$ cat config.mk
export PLATFORM = sky130hd
export DESIGN_NAME = window_peak_match_select_flat
export DESIGN_NICKNAME = d
export VERILOG_FILES = /design/src/sv/wpms_pkg.sv /design/src/sv/wpms_if.sv /design/src/sv/wpms_front.sv /design/src/sv/wpms_queue.sv /design/src/sv/wpms_back.sv /design/src/sv/window_peak_match_select.sv /design/src/flat_wrapper.sv
export SDC_FILE = /design/constraint.sdc
export NUM_CORES = 1
export LEC_CHECK = 0
export BUFFER_PORTS_ARGS = -buffer_cell sky130_fd_sc_hd__buf_2
export CAP_MARGIN = 20
export CELL_PAD_IN_SITES_DETAIL_PLACEMENT = 0
export CELL_PAD_IN_SITES_GLOBAL_PLACEMENT = 1
export CORE_AREA = 2 2 239 241
export DETAILED_ROUTE_END_ITERATION = 8
export DIE_AREA = 0 0 241 243
export GPL_ROUTABILITY_DRIVEN = 0
export PLACE_DENSITY = 0.9
export RECOVER_POWER = 100
export SLEW_MARGIN = 10
export SYNTH_ARGS = -nofsm -noshare
export SYNTH_HDL_FRONTEND = slang
export SYNTH_SLANG_ARGS = --single-unit
export TNS_END_PERCENT = 20
$ cat constraint.sdc
create_clock -name clk -period 26.4 [get_ports clk]
set_input_delay 1.32 -clock clk [delete_from_list [all_inputs] [get_ports clk]]
set_output_delay 1.32 -clock clk [all_outputs]
set_load 0.05 [all_outputs]
$ cat src/sv/wpms_pkg.sv
// ----------------------------------------------------------------------------
// wpms_pkg: shared types and codes of the window peak match selector
// Item and result payloads, the queue entry between front and back, register
// indexes and search mode codes.
// ----------------------------------------------------------------------------
`timescale 1ns / 1ps
`default_nettype none

package wpms_pkg;

    // Configuration register indexes
    localparam int CFG_INDEX_W = 2;
    localparam logic [CFG_INDEX_W-1:0] CFG_SEARCH_MODE = 2'd0;
    localparam logic [CFG_INDEX_W-1:0] CFG_USE_TIME    = 2'd1;
    localparam int CFG_DATA_W = 2;

    // Search mode codes
    localparam logic [1:0] MODE_ALL           = 2'd0;
    localparam logic [1:0] MODE_MIN_ERROR     = 2'd1;
    localparam logic [1:0] MODE_MAX_INTENSITY = 2'd2;

    // Depth of the queue between front and back
    localparam int QUEUE_DEPTH = 2;

    typedef struct packed {
        logic        flush;
        logic [15:0] query_index;
        logic [15:0] target_mass;
        logic [31:0] expected_pos;
        logic [31:0] window_low;
        logic [31:0] window_high;
        logic [31:0] scan_index_pos;
        logic [31:0] scan_time;
        logic [15:0] peak_mz;
        logic [30:0] peak_intensity;
    } item_t;

    typedef struct packed {
        logic [15:0] found_query;
        logic [31:0] found_index_pos;
        logic [31:0] found_time;
        logic [30:0] found_intensity;
    } found_t;

    // Classified match (or flush) handed from front to back
    typedef struct packed {
        logic        flush;
        logic [15:0] query_raw;
        logic [15:0] query_quot;
        logic [31:0] index_pos;
        logic [31:0] time_pos;
        logic [30:0] intensity;
        logic [31:0] error;
    } entry_t;

endpackage

`default_nettype wire

$ cat src/sv/wpms_if.sv
// ----------------------------------------------------------------------------
// wpms_if: valid/ready channels of the window peak match selector
// One interface for candidate items, one for reported peaks.
// ----------------------------------------------------------------------------
`timescale 1ns / 1ps
`default_nettype none

interface wpms_item_if;
    logic            valid;
    logic            ready;
    wpms_pkg::item_t data;

    modport source (output valid, output data, input ready);
    modport sink   (input valid, input data, output ready);
endinterface

interface wpms_found_if;
    logic             valid;
    logic             ready;
    wpms_pkg::found_t data;

    modport source (output valid, output data, input ready);
    modport sink   (input valid, input data, output ready);
endinterface

`default_nettype wire

$ cat src/sv/wpms_front.sv
// ----------------------------------------------------------------------------
// wpms_front: match test and classification
// Tests m/z and window, computes the position error and the quotient estimate
// for the query reduction, and pushes matches and flush items to the queue.
// ----------------------------------------------------------------------------
`timescale 1ns / 1ps
`default_nettype none

module wpms_front #(
    parameter int MAX_QUERIES = 65536
) (
    wpms_item_if.sink        item,
    input  wire logic        use_time,
    input  wire logic        queue_full,
    output logic             push,
    output wpms_pkg::entry_t push_entry
);

    // Reciprocal of the query count, scaled by 2^32
    localparam longint unsigned RECIP_FULL = 64'h1_0000_0000 / MAX_QUERIES;
    localparam logic [31:0] RECIP = RECIP_FULL[31:0];

    logic [31:0] pos;
    logic        hit;
    logic [47:0] quot_prod;

    assign item.ready = !queue_full;

    // Select position and test the window
    always_comb
    begin
        pos = use_time ? item.data.scan_time : item.data.scan_index_pos;
        hit = (item.data.peak_mz == item.data.target_mass)
              && (item.data.window_low < pos) && (pos < item.data.window_high);
    end

    // Estimate the quotient of the query index; the back corrects it
    assign quot_prod = {16'd0, item.data.query_index} * {16'd0, RECIP};

    // Build the queue entry
    always_comb
    begin
        push_entry.flush      = item.data.flush;
        push_entry.query_raw  = item.data.query_index;
        push_entry.query_quot = quot_prod[47:32];
        push_entry.index_pos  = item.data.scan_index_pos;
        push_entry.time_pos   = item.data.scan_time;
        push_entry.intensity  = item.data.peak_intensity;
        push_entry.error      = (item.data.expected_pos >= pos)
                                ? (item.data.expected_pos - pos)
                                : (pos - item.data.expected_pos);
    end

    // Drop items that neither match nor flush
    assign push = item.valid && !queue_full && (item.data.flush || hit);

endmodule

`default_nettype wire

$ cat src/sv/wpms_queue.sv
// ----------------------------------------------------------------------------
// wpms_queue: short queue between front and back
// Holds classified entries so that front and back stall independently.
// ----------------------------------------------------------------------------
`timescale 1ns / 1ps
`default_nettype none

module wpms_queue (
    input  wire logic             clk,
    input  wire logic             rst_n,
    input  wire logic             push,
    input  wire wpms_pkg::entry_t push_entry,
    output logic                  full,
    input  wire logic             pop,
    output logic                  head_valid,
    output wpms_pkg::entry_t      head_entry
);

    localparam int PTR_W = $clog2(wpms_pkg::QUEUE_DEPTH);
    localparam int CNT_W = $clog2(wpms_pkg::QUEUE_DEPTH + 1);
    localparam logic [CNT_W-1:0] DEPTH = CNT_W'(wpms_pkg::QUEUE_DEPTH);
    localparam logic [PTR_W-1:0] LAST  = PTR_W'(wpms_pkg::QUEUE_DEPTH - 1);

    wpms_pkg::entry_t entries_reg [wpms_pkg::QUEUE_DEPTH];
    logic [PTR_W-1:0] wr_ptr_reg, wr_ptr_next;
    logic [PTR_W-1:0] rd_ptr_reg, rd_ptr_next;
    logic [CNT_W-1:0] count_reg, count_next;

    assign full       = (count_reg == DEPTH);
    assign head_valid = (count_reg != '0);
    assign head_entry = entries_reg[rd_ptr_reg];

    // Advance pointers and count
    always_comb
    begin
        wr_ptr_next = wr_ptr_reg;
        rd_ptr_next = rd_ptr_reg;
        count_next  = count_reg;
        if (push)
        begin
            wr_ptr_next = (wr_ptr_reg == LAST) ? '0 : wr_ptr_reg + 1'b1;
        end
        if (pop)
        begin
            rd_ptr_next = (rd_ptr_reg == LAST) ? '0 : rd_ptr_reg + 1'b1;
        end
        if (push && !pop)
        begin
            count_next = count_reg + 1'b1;
        end
        else if (!push && pop)
        begin
            count_next = count_reg - 1'b1;
        end
    end

    always_ff @(posedge clk or negedge rst_n)
    begin
        if (!rst_n)
        begin
            wr_ptr_reg <= '0;
            rd_ptr_reg <= '0;
            count_reg  <= '0;
        end
        else
        begin
            wr_ptr_reg <= wr_ptr_next;
            rd_ptr_reg <= rd_ptr_next;
            count_reg  <= count_next;
        end
    end

    // Store entries
    always_ff @(posedge clk)
    begin
        if (push)
        begin
            entries_reg[wr_ptr_reg] <= push_entry;
        end
    end

endmodule

`default_nettype wire

$ cat src/sv/wpms_back.sv
// ----------------------------------------------------------------------------
// wpms_back: best-match keeper and result register
// Finishes the query reduction, applies the search mode to the held best
// match and loads reported peaks into the output register.
// ----------------------------------------------------------------------------
`timescale 1ns / 1ps
`default_nettype none

module wpms_back #(
    parameter int MAX_QUERIES = 65536
) (
    input  wire logic             clk,
    input  wire logic             rst_n,
    input  wire logic [1:0]       search_mode,
    input  wire logic             head_valid,
    input  wire wpms_pkg::entry_t head_entry,
    output logic                  pop,
    wpms_found_if.source          found
);

    localparam int MQ_W  = $clog2(MAX_QUERIES + 1);
    localparam int REM_W = (MQ_W > 16) ? MQ_W : 16;
    localparam logic [MQ_W-1:0]  MQ     = MQ_W'(MAX_QUERIES);
    localparam logic [REM_W-1:0] MQ_EXT = REM_W'(MAX_QUERIES);

    logic             have_best_reg, have_best_next;
    wpms_pkg::found_t best_reg, best_next;
    logic [31:0]      best_error_reg, best_error_next;
    logic             found_valid_reg, found_valid_next;
    wpms_pkg::found_t found_data_reg, found_data_next;

    logic [16+MQ_W-1:0] back_prod;
    logic [15:0]        rem_est;
    logic [REM_W-1:0]   rem_ext;
    logic [15:0]        query;
    wpms_pkg::found_t   cand;
    logic               emit_now;
    wpms_pkg::found_t   emit_data;
    logic               keep;
    logic               clear;

    // Correct the quotient estimate into the reduced query index
    always_comb
    begin
        back_prod = {{MQ_W{1'b0}}, head_entry.query_quot} * {16'd0, MQ};
        rem_est   = head_entry.query_raw - back_prod[15:0];
        rem_ext   = REM_W'(rem_est);
        if (rem_ext >= MQ_EXT)
        begin
            rem_ext = rem_ext - MQ_EXT;
        end
        query = rem_ext[15:0];
    end

    always_comb
    begin
        cand.found_query     = query;
        cand.found_index_pos = head_entry.index_pos;
        cand.found_time      = head_entry.time_pos;
        cand.found_intensity = head_entry.intensity;
    end

    // Take an entry whenever the output register can load
    assign pop = head_valid && (!found_valid_reg || found.ready);

    // Decide emit and keep for the head entry
    always_comb
    begin
        emit_now  = 1'b0;
        emit_data = best_reg;
        keep      = 1'b0;
        clear     = 1'b0;
        if (head_entry.flush)
        begin
            emit_now = have_best_reg;
            clear    = 1'b1;
        end
        else if (search_mode == wpms_pkg::MODE_ALL)
        begin
            emit_now  = 1'b1;
            emit_data = cand;
        end
        else if (!have_best_reg)
        begin
            keep = 1'b1;
        end
        else if (query != best_reg.found_query)
        begin
            emit_now = 1'b1;
            keep     = 1'b1;
        end
        else
        begin
            unique case (search_mode)
                wpms_pkg::MODE_MIN_ERROR:     keep = best_error_reg > head_entry.error;
                wpms_pkg::MODE_MAX_INTENSITY:
                    keep = best_reg.found_intensity < head_entry.intensity;
                default:                      keep = 1'b0;
            endcase
        end
    end

    // Update held best and output register
    always_comb
    begin
        have_best_next   = have_best_reg;
        best_next        = best_reg;
        best_error_next  = best_error_reg;
        found_valid_next = found_valid_reg;
        found_data_next  = found_data_reg;
        if (found_valid_reg && found.ready)
        begin
            found_valid_next = 1'b0;
        end
        if (pop)
        begin
            if (clear)
            begin
                have_best_next = 1'b0;
            end
            if (keep)
            begin
                have_best_next  = 1'b1;
                best_next       = cand;
                best_error_next = head_entry.error;
            end
            if (emit_now)
            begin
                found_valid_next = 1'b1;
                found_data_next  = emit_data;
            end
        end
    end

    always_ff @(posedge clk or negedge rst_n)
    begin
        if (!rst_n)
        begin
            have_best_reg   <= 1'b0;
            found_valid_reg <= 1'b0;
        end
        else
        begin
            have_best_reg   <= have_best_next;
            found_valid_reg <= found_valid_next;
        end
    end

    always_ff @(posedge clk)
    begin
        best_reg       <= best_next;
        best_error_reg <= best_error_next;
        found_data_reg <= found_data_next;
    end

    assign found.valid = found_valid_reg;
    assign found.data  = found_data_reg;

endmodule

`default_nettype wire

$ cat src/sv/window_peak_match_select.sv
// ----------------------------------------------------------------------------
// window_peak_match_select: windowed peak matching with per-query selection
// Matches candidate peaks against library queries and reports every match or
// the best match of each run of equal query index.
// ----------------------------------------------------------------------------
// Usage:
//   item  : valid/ready sink, one candidate peak with its query per item, or a
//           flush item that reports the pending best match.
//   found : valid/ready source, one reported peak per item.
//   cfg_we/cfg_index/cfg_data: write search_mode (index 0) and use_time
//           (index 1) while the block is idle.
// Throughput is one item per cycle while found does not stall: the front
// tests an item in its accept cycle, a two-entry queue passes it on, and the
// back updates the single held best match and the output register together.
// An accepted item's result passes through the queue and the output
// register; a kept match appears when the next query's match or a flush
// reaches the back.
// Reset clears the registers to mode "all" on the index position, empties
// the queue and drops any held best match.
// When found stalls, the output register holds, the queue fills, and item
// ready drops once the queue is full.
// ----------------------------------------------------------------------------
`timescale 1ns / 1ps
`default_nettype none

module window_peak_match_select #(
    parameter int MAX_QUERIES = 65536
) (
    input  wire logic                             clk,
    input  wire logic                             rst_n,
    input  wire logic                             cfg_we,
    input  wire logic [wpms_pkg::CFG_INDEX_W-1:0] cfg_index,
    input  wire logic [wpms_pkg::CFG_DATA_W-1:0]  cfg_data,
    wpms_item_if.sink                             item,
    wpms_found_if.source                          found
);

    logic [1:0]       search_mode_reg, search_mode_next;
    logic             use_time_reg, use_time_next;
    logic             push;
    wpms_pkg::entry_t push_entry;
    logic             queue_full;
    logic             pop;
    logic             head_valid;
    wpms_pkg::entry_t head_entry;

    // Decode configuration writes
    always_comb
    begin
        search_mode_next = search_mode_reg;
        use_time_next    = use_time_reg;
        if (cfg_we)
        begin
            unique case (cfg_index)
                wpms_pkg::CFG_SEARCH_MODE: search_mode_next = cfg_data[1:0];
                wpms_pkg::CFG_USE_TIME:    use_time_next    = cfg_data[0];
                default:                   ;
            endcase
        end
    end

    always_ff @(posedge clk or negedge rst_n)
    begin
        if (!rst_n)
        begin
            search_mode_reg <= wpms_pkg::MODE_ALL;
            use_time_reg    <= 1'b0;
        end
        else
        begin
            search_mode_reg <= search_mode_next;
            use_time_reg    <= use_time_next;
        end
    end

    wpms_front #(
        .MAX_QUERIES (MAX_QUERIES)
    ) u_front (
        .item       (item),
        .use_time   (use_time_reg),
        .queue_full (queue_full),
        .push       (push),
        .push_entry (push_entry)
    );

    wpms_queue u_queue (
        .clk        (clk),
        .rst_n      (rst_n),
        .push       (push),
        .push_entry (push_entry),
        .full       (queue_full),
        .pop        (pop),
        .head_valid (head_valid),
        .head_entry (head_entry)
    );

    wpms_back #(
        .MAX_QUERIES (MAX_QUERIES)
    ) u_back (
        .clk         (clk),
        .rst_n       (rst_n),
        .search_mode (search_mode_reg),
        .head_valid  (head_valid),
        .head_entry  (head_entry),
        .pop         (pop),
        .found       (found)
    );

endmodule

`default_nettype wire
$ cat src/flat_wrapper.sv
// flat-port wrapper written by rule: the top's interface ports become plain ports
module window_peak_match_select_flat 
#(
    parameter int MAX_QUERIES = 65536
)
  (clk, rst_n, cfg_we, cfg_index, cfg_data, item_valid, item_data, item_ready, found_valid, found_data, found_ready);
  wpms_item_if item_i ();
  wpms_found_if found_i ();
  input  wire logic clk;
  input  wire logic rst_n;
  input  wire logic cfg_we;
  input  wire logic [wpms_pkg::CFG_INDEX_W-1:0] cfg_index;
  input  wire logic [wpms_pkg::CFG_DATA_W-1:0] cfg_data;
  input wire logic [$bits(item_i.valid)-1:0] item_valid;
  input wire logic [$bits(item_i.data)-1:0] item_data;
  output wire logic [$bits(item_i.ready)-1:0] item_ready;
  output wire logic [$bits(found_i.valid)-1:0] found_valid;
  output wire logic [$bits(found_i.data)-1:0] found_data;
  input wire logic [$bits(found_i.ready)-1:0] found_ready;
  assign item_i.valid = item_valid;
  assign item_i.data = item_data;
  assign item_ready = item_i.ready;
  assign found_valid = found_i.valid;
  assign found_data = found_i.data;
  assign found_i.ready = found_ready;
  window_peak_match_select #(.MAX_QUERIES(MAX_QUERIES)) u_core (.clk(clk), .rst_n(rst_n), .cfg_we(cfg_we), .cfg_index(cfg_index), .cfg_data(cfg_data), .item(item_i), .found(found_i));
endmodule
==> flow_metrics.env <==
export IMPL_status="finished, violations left"
export IMPL_violations="max-capacitance violations, max-slew violations"
export IMPL_reg2reg_from="u_core.use_time_reg"
export IMPL_start_util_pct=47.70
export IMPL_ir_drop_mv=0.07387
export IMPL_cts_tree="yes"
export IMPL_placedCellCount=2970
export IMPL_core_um2=55950
export IMPL_grt_max_degree=86
export IMPL_num_rows=87
export IMPL_ys_seq_area_share_pct=61.83
export IMPL_fin_cells=3082
export IMPL_regArea_um2=16500
export IMPL_root_buffer="clkbuf_16"
export IMPL_critPathArrivalTime_ns=13.89
export IMPL_cp_end_kind="flip-flop"
export IMPL_io_pins=362
export IMPL_ys_warn_count=0
export IMPL_die_w_um=241
export IMPL_worst_pin_slew_ns=4.264
export IMPL_ctsResizeCount=0
export IMPL_synth_top_cell_by_area="edfxtp_1"
export IMPL_setup_viol=0
export IMPL_clkTransAtPathRegs_ns=0.06
export IMPL_cts_setup_buffers=0
export IMPL_synth_edff_count=542
export IMPL_powerDensity_nw_per_um2=111.7
export IMPL_multi_input_area_um2=9265
export IMPL_fmax_mhz=72.70
export IMPL_hold_viol=0
export IMPL_finalPower_mw=3.446
export IMPL_worstPathMaxFanout=61
export IMPL_drc=0
export IMPL_worst_clock_skew_ns=0.05355
export IMPL_design_area_um2=30860
export IMPL_finalCriticalPeriod_ns=13.76
export IMPL_wl_per_cell_um=22.73
export IMPL_startpoint_type="flip-flop"
export IMPL_ys_top_cells_by_count="edfxtp_1 (542), ha_1 (191), inv_1 (177)"
export IMPL_synth_ff_type="edfxtp_1"
export IMPL_grt_pass1_vias=17354
export IMPL_drive_above_1_share_pct=14.22
export IMPL_routed_wirelength_um=70050
export IMPL_clkLatencyLatePin_ns=0.61
export IMPL_relSlewSlack_pct=-184.3
export IMPL_vias=17412
export IMPL_clock_sinks=551
export IMPL_synth_top_area_share_pct=60.98
export IMPL_dpl_instance_area_um2=29330
export IMPL_largest_reg_flops=288
export IMPL_ys_types=64
export IMPL_cts_made_buffers=55
export IMPL_die_area_um2=58560
export IMPL_rsz0062_at_grt="no"
export IMPL_nNetsFinal=2714
export IMPL_hold_buffers=0
export IMPL_syn_nets=2344
export IMPL_reg2reg_to="u_core.u_queue.entries_reg[0][79]"
export IMPL_min_period_over_period_pct=52.10
export IMPL_synth_ff_latch_count=551
export IMPL_tns_ns=0
export IMPL_required_ns=26.54
export IMPL_p_leak_nw=12.11
export IMPL_worstSetupPathType="reg2reg"
export IMPL_drv_slew=896
export IMPL_finalHoldWorstSlack_ns=0.5044
export IMPL_vias_per_cell=5.650
export IMPL_r2r_setup_slack_ns=12.64
export IMPL_netlist_instances=1902
export IMPL_grt_pass1_wl_um=103200
export IMPL_first_iter_violations=1567
export IMPL_ys_top_cells_by_area="edfxtp_1 (61%), ha_1 (9.0%), mux2_2 (7.0%)"
export IMPL_syn2layout_area_growth_pct=15.63
export IMPL_grt_ovfl_total=0
export IMPL_antenna_found_initial=30
export IMPL_mappedNetlistArea_um2=26690
export IMPL_detailed_place_hpwl_um=51840
export IMPL_die_h_um=243
export IMPL_ant_nets=0
export IMPL_cts_buffer_depth=3
export IMPL_critPathCapture="u_core.u_queue.entries_reg[0][79]"
export IMPL_n_fill_cell=4709
export IMPL_cap_violations=18
export IMPL_async_reset_ff_share_pct=1.633
export IMPL_worstHoldPathType="reg2reg"
export IMPL_startpoint="u_core.use_time_reg"
export IMPL_dr_pass1_iters=6
export IMPL_htree_levels=2
export IMPL_rr_worst_depth=14
export IMPL_avgSynthCellArea_um2=14.03
export IMPL_synth_most_common_cell="edfxtp_1"
export IMPL_io_buffer_count=361
export IMPL_track_usage_pct=23.36
==> critical path, cell delays in order, from the launching register on <==
cell	delay, ns
dfrtp_2	0.34
clkbuf_1	2.06
mux2i_1	0.62
ha_1	0.52
a21o_1	0.17
a21oi_1	0.14
nor2b_1	0.06
o21ai_0	0.12
o311ai_0	0.30
a21oi_1	0.34
o211ai_1	0.22
o21ai_0	0.55
nor2b_1	2.50
clkbuf_1	2.44
clkbuf_1	2.77
==> metrics by stage <==
step / setup WS, ns / util, %
floorplan: 5.556 / -
global placement: 19.44 / 52.43
detailed placement: 19.14 / 52.43
CTS: 19.55 / 55.75
global route: 11.60 / 55.13
finish: 12.64 / 55.16
==> final cells by class <==
cell class	count	share of cell area, %
Clock inverter	35	1.459
Tap cell	756	3.065
Clock buffer	64	4.569
Sequential cell	551	53.47
Inverter	177	2.153
Multi-Input combinational cell	1111	30.02
Timing Repair Buffer	376	5.165
Antenna cell	12	0.09730
==> cell usage in the layout, fill, tap and decap left out, types with 71 or more instances in the layout <==
cell type | Yosys | routed
a21oi_1 | 93 | 93
buf_2 | 3 | 146
ha_1 | 191 | 191
edfxtp_1 | 542 | 542
mux2_2 | 167 | 97
mux2_1 | 0 | 71
inv_1 | 177 | 177
o21ai_0 | 98 | 98
mux2i_1 | 106 | 106
clkbuf_1 | 40 | 239
==> layer usage <==
layer	global-route usage [%]	vias to the layer above	part of all wire (%)
met4	7.898	30	3.7
met5	0	-	0.27
met1	28.99	8442	39
met3	6.880	186	9.9
li1	-	7893	-
met2	38.88	861	48
==> worst min-delay path by stage <==
| stage | to | depth (start not counted) | startpoint | slack [ns] |
|---|---|---|---|---|
| floorplan | u_core.u_queue.wr_ptr_reg | 1 | u_core.u_queue.wr_ptr_reg | 0.46 |
| global placement | u_core.u_queue.count_reg[1] | 1 | u_core.u_queue.count_reg[1] | 0.49 |
| detailed placement | u_core.u_queue.count_reg[1] | 1 | u_core.u_queue.count_reg[1] | 0.49 |
| CTS | u_core.u_queue.count_reg[1] | 1 | u_core.u_queue.count_reg[1] | 0.50 |
| global route | u_core.u_queue.count_reg[1] | 1 | u_core.u_queue.count_reg[1] | 0.53 |
| finish | u_core.u_queue.count_reg[1] | 1 | u_core.u_queue.count_reg[1] | 0.50 |
==> kinds of logic (layout without fill, tap and decap cells) <==
logic type / Yosys count / after routing / synth area share, %
compound gates: 341 / 341 / 7.988
xor+xnor: 65 / 65 / 2.133
fa+ha+maj: 193 / 193 / 9.104
buf+inv: 240 / 652 / 3.446
flops: 551 / 551 / 61.83
mux: 274 / 274 / 11.08
other cells: 0 / 12 / 0
simple gates: 238 / 238 / 4.425
==> report_power, final <==
group | leakage [nW] | internal (mW) | switching [mW]
logic | 6.09 | 0.368 | 0.864
clock network | 0.900 | 0.472 | 0.332
registers | 5.12 | 1.32 | 0.0870
total | 12.1 | 2.16 | 1.28
No activity file was read; power rests on OpenSTA's default activity.
